**src/sbpd_pkg.sv**
```systemverilog
// shared types, constants and helpers for the sign-bit packet deframer
package sbpd_pkg;

    localparam int ByteW   = 8;
    localparam int SignW   = 7;
    localparam int NumData = 4;
    localparam int SyncBit = 7;

    // sign byte bit that carries each field's top bit
    localparam int SignHdr  = 6;
    localparam int SignAddr = 5;
    localparam int SignData0 = 4;
    localparam int SignChk  = 0;

    typedef logic [2:0] t_pos;

    localparam t_pos POS_HUNT = 3'd0;
    localparam t_pos POS_SIGN = 3'd1;
    localparam t_pos POS_ADDR = 3'd2;
    localparam t_pos POS_D0   = 3'd3;
    localparam t_pos POS_D3   = 3'd6;
    localparam t_pos POS_CHK  = 3'd7;

    typedef struct packed {
        logic [ByteW-1:0]              header;
        logic [SignW-1:0]              sign;
        logic [ByteW-1:0]              addr;
        logic [NumData-1:0][ByteW-1:0] data;
        logic [ByteW-1:0]              chk;
    } t_pkt;

    typedef struct packed {
        logic [ByteW-1:0]              header;
        logic [ByteW-1:0]              addr;
        logic [NumData-1:0][ByteW-1:0] data;
    } t_res;

    function automatic logic [ByteW-1:0] restore_top(input logic [ByteW-1:0] v,
                                                     input logic              top);
        restore_top = {top, v[ByteW-2:0]};
    endfunction

endpackage

```
**src/sbpd_frame.sv**
```systemverilog
// byte position tracking and packet byte capture
module sbpd_frame (
    input  logic                 i_clk,
    input  logic                 i_rst_n,
    input  logic                 i_accept,
    input  logic [7:0]           i_byte,
    output logic                 o_pkt_valid,
    output sbpd_pkg::t_pkt       o_pkt
);

    sbpd_pkg::t_pos                r_pos, n_pos;
    logic [7:0]                    r_header;
    logic [sbpd_pkg::SignW-1:0]    r_sign;
    logic [7:0]                    r_addr;
    logic [sbpd_pkg::NumData-1:0][7:0] r_data;
    logic                          is_sync;
    logic [1:0]                    data_idx;

    assign is_sync  = i_byte[sbpd_pkg::SyncBit];
    // positions 3..6 map to data slots 0..3
    assign data_idx = r_pos[1:0] + 2'd1;

    always_comb begin
        n_pos = r_pos;
        if (i_accept) begin
            if (is_sync) begin
                n_pos = sbpd_pkg::POS_SIGN;
            end else begin
                case (r_pos)
                    sbpd_pkg::POS_HUNT: n_pos = sbpd_pkg::POS_HUNT;
                    sbpd_pkg::POS_CHK:  n_pos = sbpd_pkg::POS_HUNT;
                    default:            n_pos = r_pos + 3'd1;
                endcase
            end
        end
    end

    always_ff @(posedge i_clk) begin
        if (!i_rst_n) begin
            r_pos <= sbpd_pkg::POS_HUNT;
        end else begin
            r_pos <= n_pos;
        end
    end

    always_ff @(posedge i_clk) begin
        if (i_accept) begin
            if (is_sync) begin
                r_header <= i_byte;
            end else begin
                case (r_pos) inside
                    sbpd_pkg::POS_SIGN: r_sign <= i_byte[sbpd_pkg::SignW-1:0];
                    sbpd_pkg::POS_ADDR: r_addr <= i_byte;
                    [sbpd_pkg::POS_D0:sbpd_pkg::POS_D3]: r_data[data_idx] <= i_byte;
                    default: ;
                endcase
            end
        end
    end

    assign o_pkt_valid   = i_accept && !is_sync && (r_pos == sbpd_pkg::POS_CHK);
    assign o_pkt.header  = r_header;
    assign o_pkt.sign    = r_sign;
    assign o_pkt.addr    = r_addr;
    assign o_pkt.data    = r_data;
    assign o_pkt.chk     = i_byte;

    a_sync_restarts: assert property (@(posedge i_clk) disable iff (!i_rst_n)
        (i_accept && is_sync) |=> (r_pos == sbpd_pkg::POS_SIGN))
        else $error("header beat did not restart the packet");

    a_chk_back_to_hunt: assert property (@(posedge i_clk) disable iff (!i_rst_n)
        o_pkt_valid |=> (r_pos == sbpd_pkg::POS_HUNT))
        else $error("position not back to hunting after checksum beat");

endmodule

```
**src/sbpd_check.sv**
```systemverilog
// top bit restore, checksum compare and result register
module sbpd_check (
    input  logic               i_clk,
    input  logic               i_rst_n,
    input  logic               i_pkt_valid,
    input  sbpd_pkg::t_pkt     i_pkt,
    output logic               o_pkt_ready,
    input  logic               i_stall,
    output logic               o_valid,
    output sbpd_pkg::t_res     o_res
);

    logic             r_pkt_valid;
    sbpd_pkg::t_pkt   r_pkt;
    logic             r_out_valid;
    sbpd_pkg::t_res   r_out;
    sbpd_pkg::t_res   res;
    logic [7:0]       chk;
    logic [7:0]       sum;
    logic             good;
    logic             out_ready;

    always_comb begin
        res.header = sbpd_pkg::restore_top(r_pkt.header, r_pkt.sign[sbpd_pkg::SignHdr]);
        res.addr   = sbpd_pkg::restore_top(r_pkt.addr, r_pkt.sign[sbpd_pkg::SignAddr]);
        for (int k = 0; k < sbpd_pkg::NumData; k++) begin
            res.data[k] = sbpd_pkg::restore_top(r_pkt.data[k],
                                                r_pkt.sign[sbpd_pkg::SignData0 - k]);
        end
        chk = sbpd_pkg::restore_top(r_pkt.chk, r_pkt.sign[sbpd_pkg::SignChk]);
        sum = res.header + res.addr + res.data[0] + res.data[1] + res.data[2] + res.data[3];
        good = (sum == chk);
    end

    assign out_ready   = !r_out_valid || !i_stall;
    assign o_pkt_ready = !r_pkt_valid || out_ready;

    always_ff @(posedge i_clk) begin
        if (!i_rst_n) begin
            r_pkt_valid <= 1'b0;
            r_out_valid <= 1'b0;
        end else begin
            if (o_pkt_ready) begin
                r_pkt_valid <= i_pkt_valid;
            end
            if (out_ready) begin
                // bad packets fall out here
                r_out_valid <= r_pkt_valid && good;
            end
        end
    end

    always_ff @(posedge i_clk) begin
        if (o_pkt_ready && i_pkt_valid) begin
            r_pkt <= i_pkt;
        end
        if (out_ready && r_pkt_valid) begin
            r_out <= res;
        end
    end

    assign o_valid = r_out_valid;
    assign o_res   = r_out;

    a_no_overrun: assert property (@(posedge i_clk) disable iff (!i_rst_n)
        i_pkt_valid |-> o_pkt_ready)
        else $error("packet arrived while check stage was blocked");

    a_out_from_pkt: assert property (@(posedge i_clk) disable iff (!i_rst_n)
        $rose(r_out_valid) |-> $past(r_pkt_valid))
        else $error("result appeared without a packet behind it");

endmodule

```
**src/sign_bit_packet_deframer.sv**
```systemverilog
// top level of the sign-bit packet deframer
//
// input channel: one received byte per beat on i_rx_byte, taken when i_valid
// is high and o_stall is low. a byte with bit 7 set is a header and starts a
// packet; header, sign, address, four data bytes and checksum follow in that
// order. bytes without bit 7 are dropped while hunting for a header.
// output channel: one beat per good packet, six bytes with their top bits
// restored from the sign byte, taken when o_valid is high and i_stall is low.
// packets whose checksum does not match are dropped without any output.
// throughput: one byte per cycle while o_stall is low. a finished packet
// passes the packet register, then the result register, before o_valid
// rises with its result beat.
// when the receiver stalls, the result holds; o_stall rises only once both
// the packet register and the result register are full.
// reset returns the block to hunting and empties both registers; a partial
// packet is lost.
module sign_bit_packet_deframer (
    input  logic       i_clk,
    input  logic       i_rst_n,
    input  logic       i_valid,
    output logic       o_stall,
    input  logic [7:0] i_rx_byte,
    output logic       o_valid,
    input  logic       i_stall,
    output logic [7:0] o_header_byte,
    output logic [7:0] o_address_byte,
    output logic [7:0] o_data_byte0,
    output logic [7:0] o_data_byte1,
    output logic [7:0] o_data_byte2,
    output logic [7:0] o_data_byte3
);

    logic             pkt_ready;
    logic             accept;
    logic             pkt_valid;
    sbpd_pkg::t_pkt   pkt;
    sbpd_pkg::t_res   res;

    assign o_stall = !pkt_ready;
    assign accept  = i_valid && pkt_ready;

    sbpd_frame u_frame (
        .i_clk       (i_clk),
        .i_rst_n     (i_rst_n),
        .i_accept    (accept),
        .i_byte      (i_rx_byte),
        .o_pkt_valid (pkt_valid),
        .o_pkt       (pkt)
    );

    sbpd_check u_check (
        .i_clk       (i_clk),
        .i_rst_n     (i_rst_n),
        .i_pkt_valid (pkt_valid),
        .i_pkt       (pkt),
        .o_pkt_ready (pkt_ready),
        .i_stall     (i_stall),
        .o_valid     (o_valid),
        .o_res       (res)
    );

    assign o_header_byte  = res.header;
    assign o_address_byte = res.addr;
    assign o_data_byte0   = res.data[0];
    assign o_data_byte1   = res.data[1];
    assign o_data_byte2   = res.data[2];
    assign o_data_byte3   = res.data[3];

endmodule

```
**config.mk**
```make
export PLATFORM = sky130hd
export DESIGN_NAME = sign_bit_packet_deframer
export DESIGN_NICKNAME = d
export VERILOG_FILES = /design/src/sbpd_pkg.sv /design/src/sbpd_frame.sv /design/src/sbpd_check.sv /design/src/sign_bit_packet_deframer.sv
export SDC_FILE = /design/constraint.sdc
export NUM_CORES = 1
export LEC_CHECK = 0
export ABC_AREA = 1
export ABC_CLOCK_PERIOD_IN_PS = 7000
export CORE_ASPECT_RATIO = 1.75
export CORE_MARGIN = 2
export CORE_UTILIZATION = 65
export DETAILED_ROUTE_END_ITERATION = 16
export DONT_BUFFER_PORTS = 1
export PLACE_DENSITY = 0.8
export SYNTH_ARGS = -nofsm -noshare
export SYNTH_HDL_FRONTEND = slang
export SYNTH_SLANG_ARGS = --single-unit
```
**constraint.sdc**
```tcl
create_clock -name i_clk -period 7 [get_ports i_clk]
set_input_delay 1.4 -clock i_clk [delete_from_list [all_inputs] [get_ports i_clk]]
set_output_delay 1.4 -clock i_clk [all_outputs]
set_load 0.005 [all_outputs]
```
# == After elaboration in Yosys (flattened, before gate mapping) ==
# Index checks and enable logic that the tools add are counted.
# totals
regBits,162
wordCells,68
# op_classes
n_mux,5
n_lt_le_gt_ge,4
bitwise,3
reduce_logical,21
add_sub_neg,7
eq_ne,4
# op_table
cell,count
adder 8 bit,5
bitwise mux 32 bit,1
demux 8 bit (select 2 bit),1
== test 8 bit,1
logical AND 1 bit,8
2-to-1 mux 8 bit,1
2-to-1 mux 3 bit,2
logical NOT 1 bit,5
AND reduction 5 bit,1
AND reduction 4 bit,1
adder 3 x 1 -> 3 bit (second input constant),1
== test 3 x 1 -> 1 bit (second input constant),1
== test 3 x 2 -> 1 bit (second input constant),1
== test 3 bit (second input constant),1
>= comparator 3 x 2 -> 1 bit (second input constant),1
less-or-equal comparator 3 bit (second input constant),1
logical NOT 3 bit,1
less-than comparator 2 x 3 -> 1 bit (second input constant),1
inverter 1 bit,3
AND reduction 3 bit,1
adder 2 x 1 -> 2 bit (second input constant),1
>= comparator 2 x 1 -> 1 bit (second input constant),1
logical OR 1 bit,2
AND reduction 2 bit,1
OR reduction 2 bit,1

# == Longest topological paths before layout ==
# logic_depth
ltp_word,7
mapped_depth,18
depth_no_buf,18

# == Cells and area by module ==
# From an unflattened synthesis, not the netlist that was laid out.
# unflattened
hier_cells,409
hier_area_um2,6422.4
# modules_own_cells
module,area_per_inst_um2,instances,cells_each
sbpd_check,4385.5,1,281
sbpd_frame,2025.7,1,125
sign_bit_packet_deframer,11.3,1,3

# == Worst setup path after synthesis ==
# No wires, ideal clock.
# synth_timing
kind,input to register
start,input i_stall
end,"register u_check.r_pkt, in the netlist u_check.chk[0], enable pin"
required_ns,6.529
setup_ns,0.471
cell_stages,5
path_slack_ns,2.321
n_path_buf,0
t_arrival_ns,4.208
cell_sequence,nand2_1 o21ai_2 nor2_2 inv_1 nor2_1
# synth_via
elab_chain_len,7
# synth_lines
item,line_no,source
"start, declared",sign_bit_packet_deframer.sv:24,"input logic i_stall,"
logical NOT 1 bit *,sbpd_check.sv:35,assign out_ready = !r_out_valid || !i_stall;
logical OR 1 bit *,sbpd_check.sv:35,
logical OR 1 bit *,sbpd_check.sv:36,assign o_pkt_ready = !r_pkt_valid || out_ready;
logical AND 1 bit,sign_bit_packet_deframer.sv:40,assign accept = i_valid && pkt_ready;
logical AND 1 bit (2 in series),sbpd_frame.sv:61,assign o_pkt_valid = i_accept && !is_sync && (r_pos == sbpd_pkg::POS_CHK);
logical AND 1 bit *,sbpd_check.sv:54,if (o_pkt_ready && i_pkt_valid) begin
"end signal, assigned",sbpd_check.sv:55,r_pkt <= i_pkt;
"end, declared",sbpd_check.sv:14,sbpd_pkg::t_pkt r_pkt;
# Every way passes the cells marked *; elsewhere a longest branch is shown, timed or not.
# A chain may end at the register's enable or synchronous reset.

# == Worst setup path in the final report ==
# layout_timing
start,register u_check.r_pkt[10] in the netlist's numbering
end,register u_check.r_out_valid (netlist: u_check.o_valid)
# layout_via
elab_chain_len,6
# layout_lines
item,line_no,source
adder 8 bit (4 in series),sbpd_check.sv:31,sum = res.header + res.addr + res.data[0] + res.data[1] + res.data[2] + res.data[3];
== test 8 bit,sbpd_check.sv:32,good = (sum == chk);
logical AND 1 bit,sbpd_check.sv:48,r_out_valid <= r_pkt_valid && good;
"end signal, assigned",sbpd_check.sv:48,
"end, declared",sbpd_check.sv:15,logic r_out_valid;
# No other way between the ends.

==> flow_summary.yaml <==
sta:
  hold_viol_final: 0
  worst_pin_slew_ps: 1180
  rsz0062_at_grt: "no"
  fmax_mhz: 265
  hold_slack_ps: 414
  slew_headroom_pct: 20.7
  min_period_over_period_pct: 53.9
  setup_slack_ps: 3230
  fin_skew_ps: 5.66
  finalMaxSlewViolations: 0
  fin_crit_ps: 3770
  setup_viol: 0
  tns_ps: 0
status:
  run_status: "finished, final reports clean"
drt:
  vias: 2838
  drtAntennaViolNets: 0
  viasPerCell: 5.55
  drcViolationCount: 0
  wire_per_inst_um: 21.4
  drtPass1Iterations: 4
  drt-total-wl_um: 11000
  drtIter0Drc: 177
die:
  initial_core_util_pct: 67.0
  die_height_um: 133
  die_area_um2: 10300
  io_pins: 62
  rows: 46
  core_area_um2: 9150
  die_w_um: 77.4
cts:
  cts_num_sinks: 158
  cts_buffer_depth: 2
  cts-root-buf: "clkbuf_16"
  post_cts_buffers: 0
  cts_hold_repair.buffers: 0
  clk_pin_slew_ps: 60
  numCtsBuffers: 17
  ctsHtreeMaxLevel: 4
  cts_tree: "done"
  clk-insertion-delay-late_ps: 420
  cts_resized: 0
worst_setup_path:
  reg2reg_depth: 14
  r2r_end: "u_check.o_valid$_SDFFE_PN0P_"
  startpoint: "u_check.r_pkt[10]$_DFFE_PP_"
  crit_chain: "fa_1, inv_1, fa_1, fa_1, inv_1, ha_1, fa_1, xnor2_1, nand3_2, nor3_2, nand3_1, nor2_1, nand3_1, a21oi_2"
  critPathLaunchType: "register"
  cp-end-kind: "register"
  ff2ff_setup_slack_ps: 3230
  r2r_start: "u_check.r_pkt[10]$_DFFE_PP_"
  critical_path_class: "reg2reg"
  cpMaxStageDelayCell: "fa_1"
  cp_common_cell: "fa_1"
  cp.arrival_ps: 4130
  endpoint: "u_check.o_valid$_SDFFE_PN0P_"
  required_ps: 7360
  crit_fanout: 2
  slowest_delay_ps: 550
synth:
  yosys.area_share.simple_pct: 5.00
  synth.area.mux_share_pct: 0
  ys_types: 25
  yosys_warnings: 0
  syn_area_per_cell_um2: 17.3
  netlist_instances: 355
  synth_top_family_by_area: "adder cells"
  synth_xor_area_share_pct: 1.55
  netlist_area_um2: 6140
  synth_adder_area_share_pct: 11.7
  synth_nets: 408
  synth_compound_area_share_pct: 1.37
  ys_seq_elements: 158
  ys_seq_area_share_pct: 76.5
cells_and_area:
  area_growth_pct: 12.9
  drive_gt1_share_pct: 12.5
  final_cell_mix: "153 x edfxtp_1, 60 x inv_1, 34 x nand2_1"
  stdcell_count: 511
  nFillCells: 498
  layout_commonest_cell: "edfxtp_1"
  multiInputGateArea_um2: 1220
  antenna_cells: 0
  seq_area_um2: 4690
  nets: 431
grt:
  grt_max_degree: 50
  grt_pass1_wl_um: 16600
  grt_use_total_pct: 23.4
  grt_overflow: 0
  antenna_found_initial: 0
  grt_pass1_vias: 2998
place:
  dp_cells: 479
  dp_hpwl_um: 6960
  place_ws_ps: 3280
  portBuffers: 0
  gp_congestion: 0.785
flow_run:
  maxCapViolCount: 0
power:
  leakage_nw: 2.52
  power_density_nw_per_um2: 284
  ir_drop_uv: 251
min_path:
  hold_path_class: "reg2reg"
[final cells by class]
cell class,count,area share [%]
Tap cell,120,2.17
Inverter,64,3.47
Sequential cell,158,67.7
Clock inverter,14,2.46
Clock buffer,18,6.19
Timing Repair Buffer,4,0.433
Multi-Input combinational cell,133,17.5
[worst max-delay path: cells and delay by family, from the launching register on]
| kind | cells | cell delay [ps] |
|---|---|---|
| AOI/OAI and AO/OA | 1 | 110 |
| xor gates and xnor gates | 1 | 210 |
| adders and majority gates | 5 | 2290 |
| buffers and inverters | 2 | 100 |
| DFF | 1 | 430 |
| and+or+nand+nor | 5 | 570 |
[synth_stat cells]
master	number	area, um2
a21oi_1	5	25.0
a21oi_2	2	17.5
a221oi_1	1	8.76
dfxtp_1	5	100
edfxtp_1	153	4590
fa_1	27	541
ha_1	14	175
inv_1	60	225
inv_2	4	15.0
nand2_1	34	128
nand2_2	2	12.5
nand3_1	13	65.1
nand3_2	2	20.0
nor2_1	13	48.8
nor2_2	1	6.26
nor3_1	2	10.0
nor3_2	1	10.0
nor4_1	1	6.26
o2111ai_1	1	8.76
o21ai_0	2	10.0
o21ai_1	1	5.00
o21ai_2	1	8.76
xnor2_1	5	43.8
xnor2_2	1	16.3
xor2_1	4	35.0
[metal layers]
| layer | up-vias | global-route usage, % | wire (um) |
|---|---|---|---|
| li1 | 1269 | - | - |
| met1 | 1426 | 24.7 | 3730 |
| met2 | 114 | 41.1 | 6180 |
| met3 | 29 | 6.75 | 661 |
| met4 | 0 | 13.5 | 376 |
| met5 | - | 0 | 0 |
[state kept, by name (all words and copies together) (netlist names)]
| register | cells |
|---|---|
| u_check.r_pkt_valid | 1 |
| u_frame.r_addr | 7 |
| u_frame.r_pos | 3 |
| u_check.chk | 8 |
| u_frame.r_header | 7 |
| u_check.o_valid | 1 |
| u_check.r_pkt | 48 |
| u_frame.o_pkt | 28 |
| u_check.o_res | 48 |
| u_frame.r_sign | 7 |
[worst min path at each step]
| stage | from | endpoint | slack, ps | cells past startpoint |
|---|---|---|---|---|
| after floorplan | u_frame.r_sign[0]$_DFFE_PP_ | u_check.chk[7]$_DFFE_PP_ | 400 | 0 |
| after global placement | u_frame.r_header[2]$_DFFE_PP_ | u_check.r_pkt[57]$_DFFE_PP_ | 400 | 0 |
| after detailed placement | u_frame.o_pkt[24]$_DFFE_PP_ | u_check.r_pkt[24]$_DFFE_PP_ | 400 | 0 |
| after CTS | u_frame.o_pkt[35]$_DFFE_PP_ | u_check.r_pkt[35]$_DFFE_PP_ | 420 | 0 |
| after global routing | u_frame.o_pkt[35]$_DFFE_PP_ | u_check.r_pkt[35]$_DFFE_PP_ | 420 | 0 |
| final | u_frame.r_header[5]$_DFFE_PP_ | u_check.r_pkt[60]$_DFFE_PP_ | 410 | 0 |
[logic make-up (layout without fill, tap and decap cells)]
logic type,Yosys count,count (layout)
xor+xnor,10,10
fa+ha+maj,41,41
compound gates,13,13
simple gates,69,69
flops,158,158
buf+inv,64,100
[metrics by stage]
stage	utilization, %	cell area, um2	total power, W
3_3_place_gp	69.2	6330	0.00106
2_1_floorplan	-	6140	0.00106
4_1_cts	75.7	6930	0.00198
3_5_place_dp	69.2	6330	0.00107
5_1_grt	75.7	6930	0.00201
6_report	75.7	6930	0.00197
[power breakdown]
group	internal, W	total (W)	switching, W
registers	0.00103	0.00104	0.00000190
clock network	0.000559	0.000920	0.000361
logic	0.00000282	0.0000111	0.00000832
No activity file was read; power rests on OpenSTA's default activity.
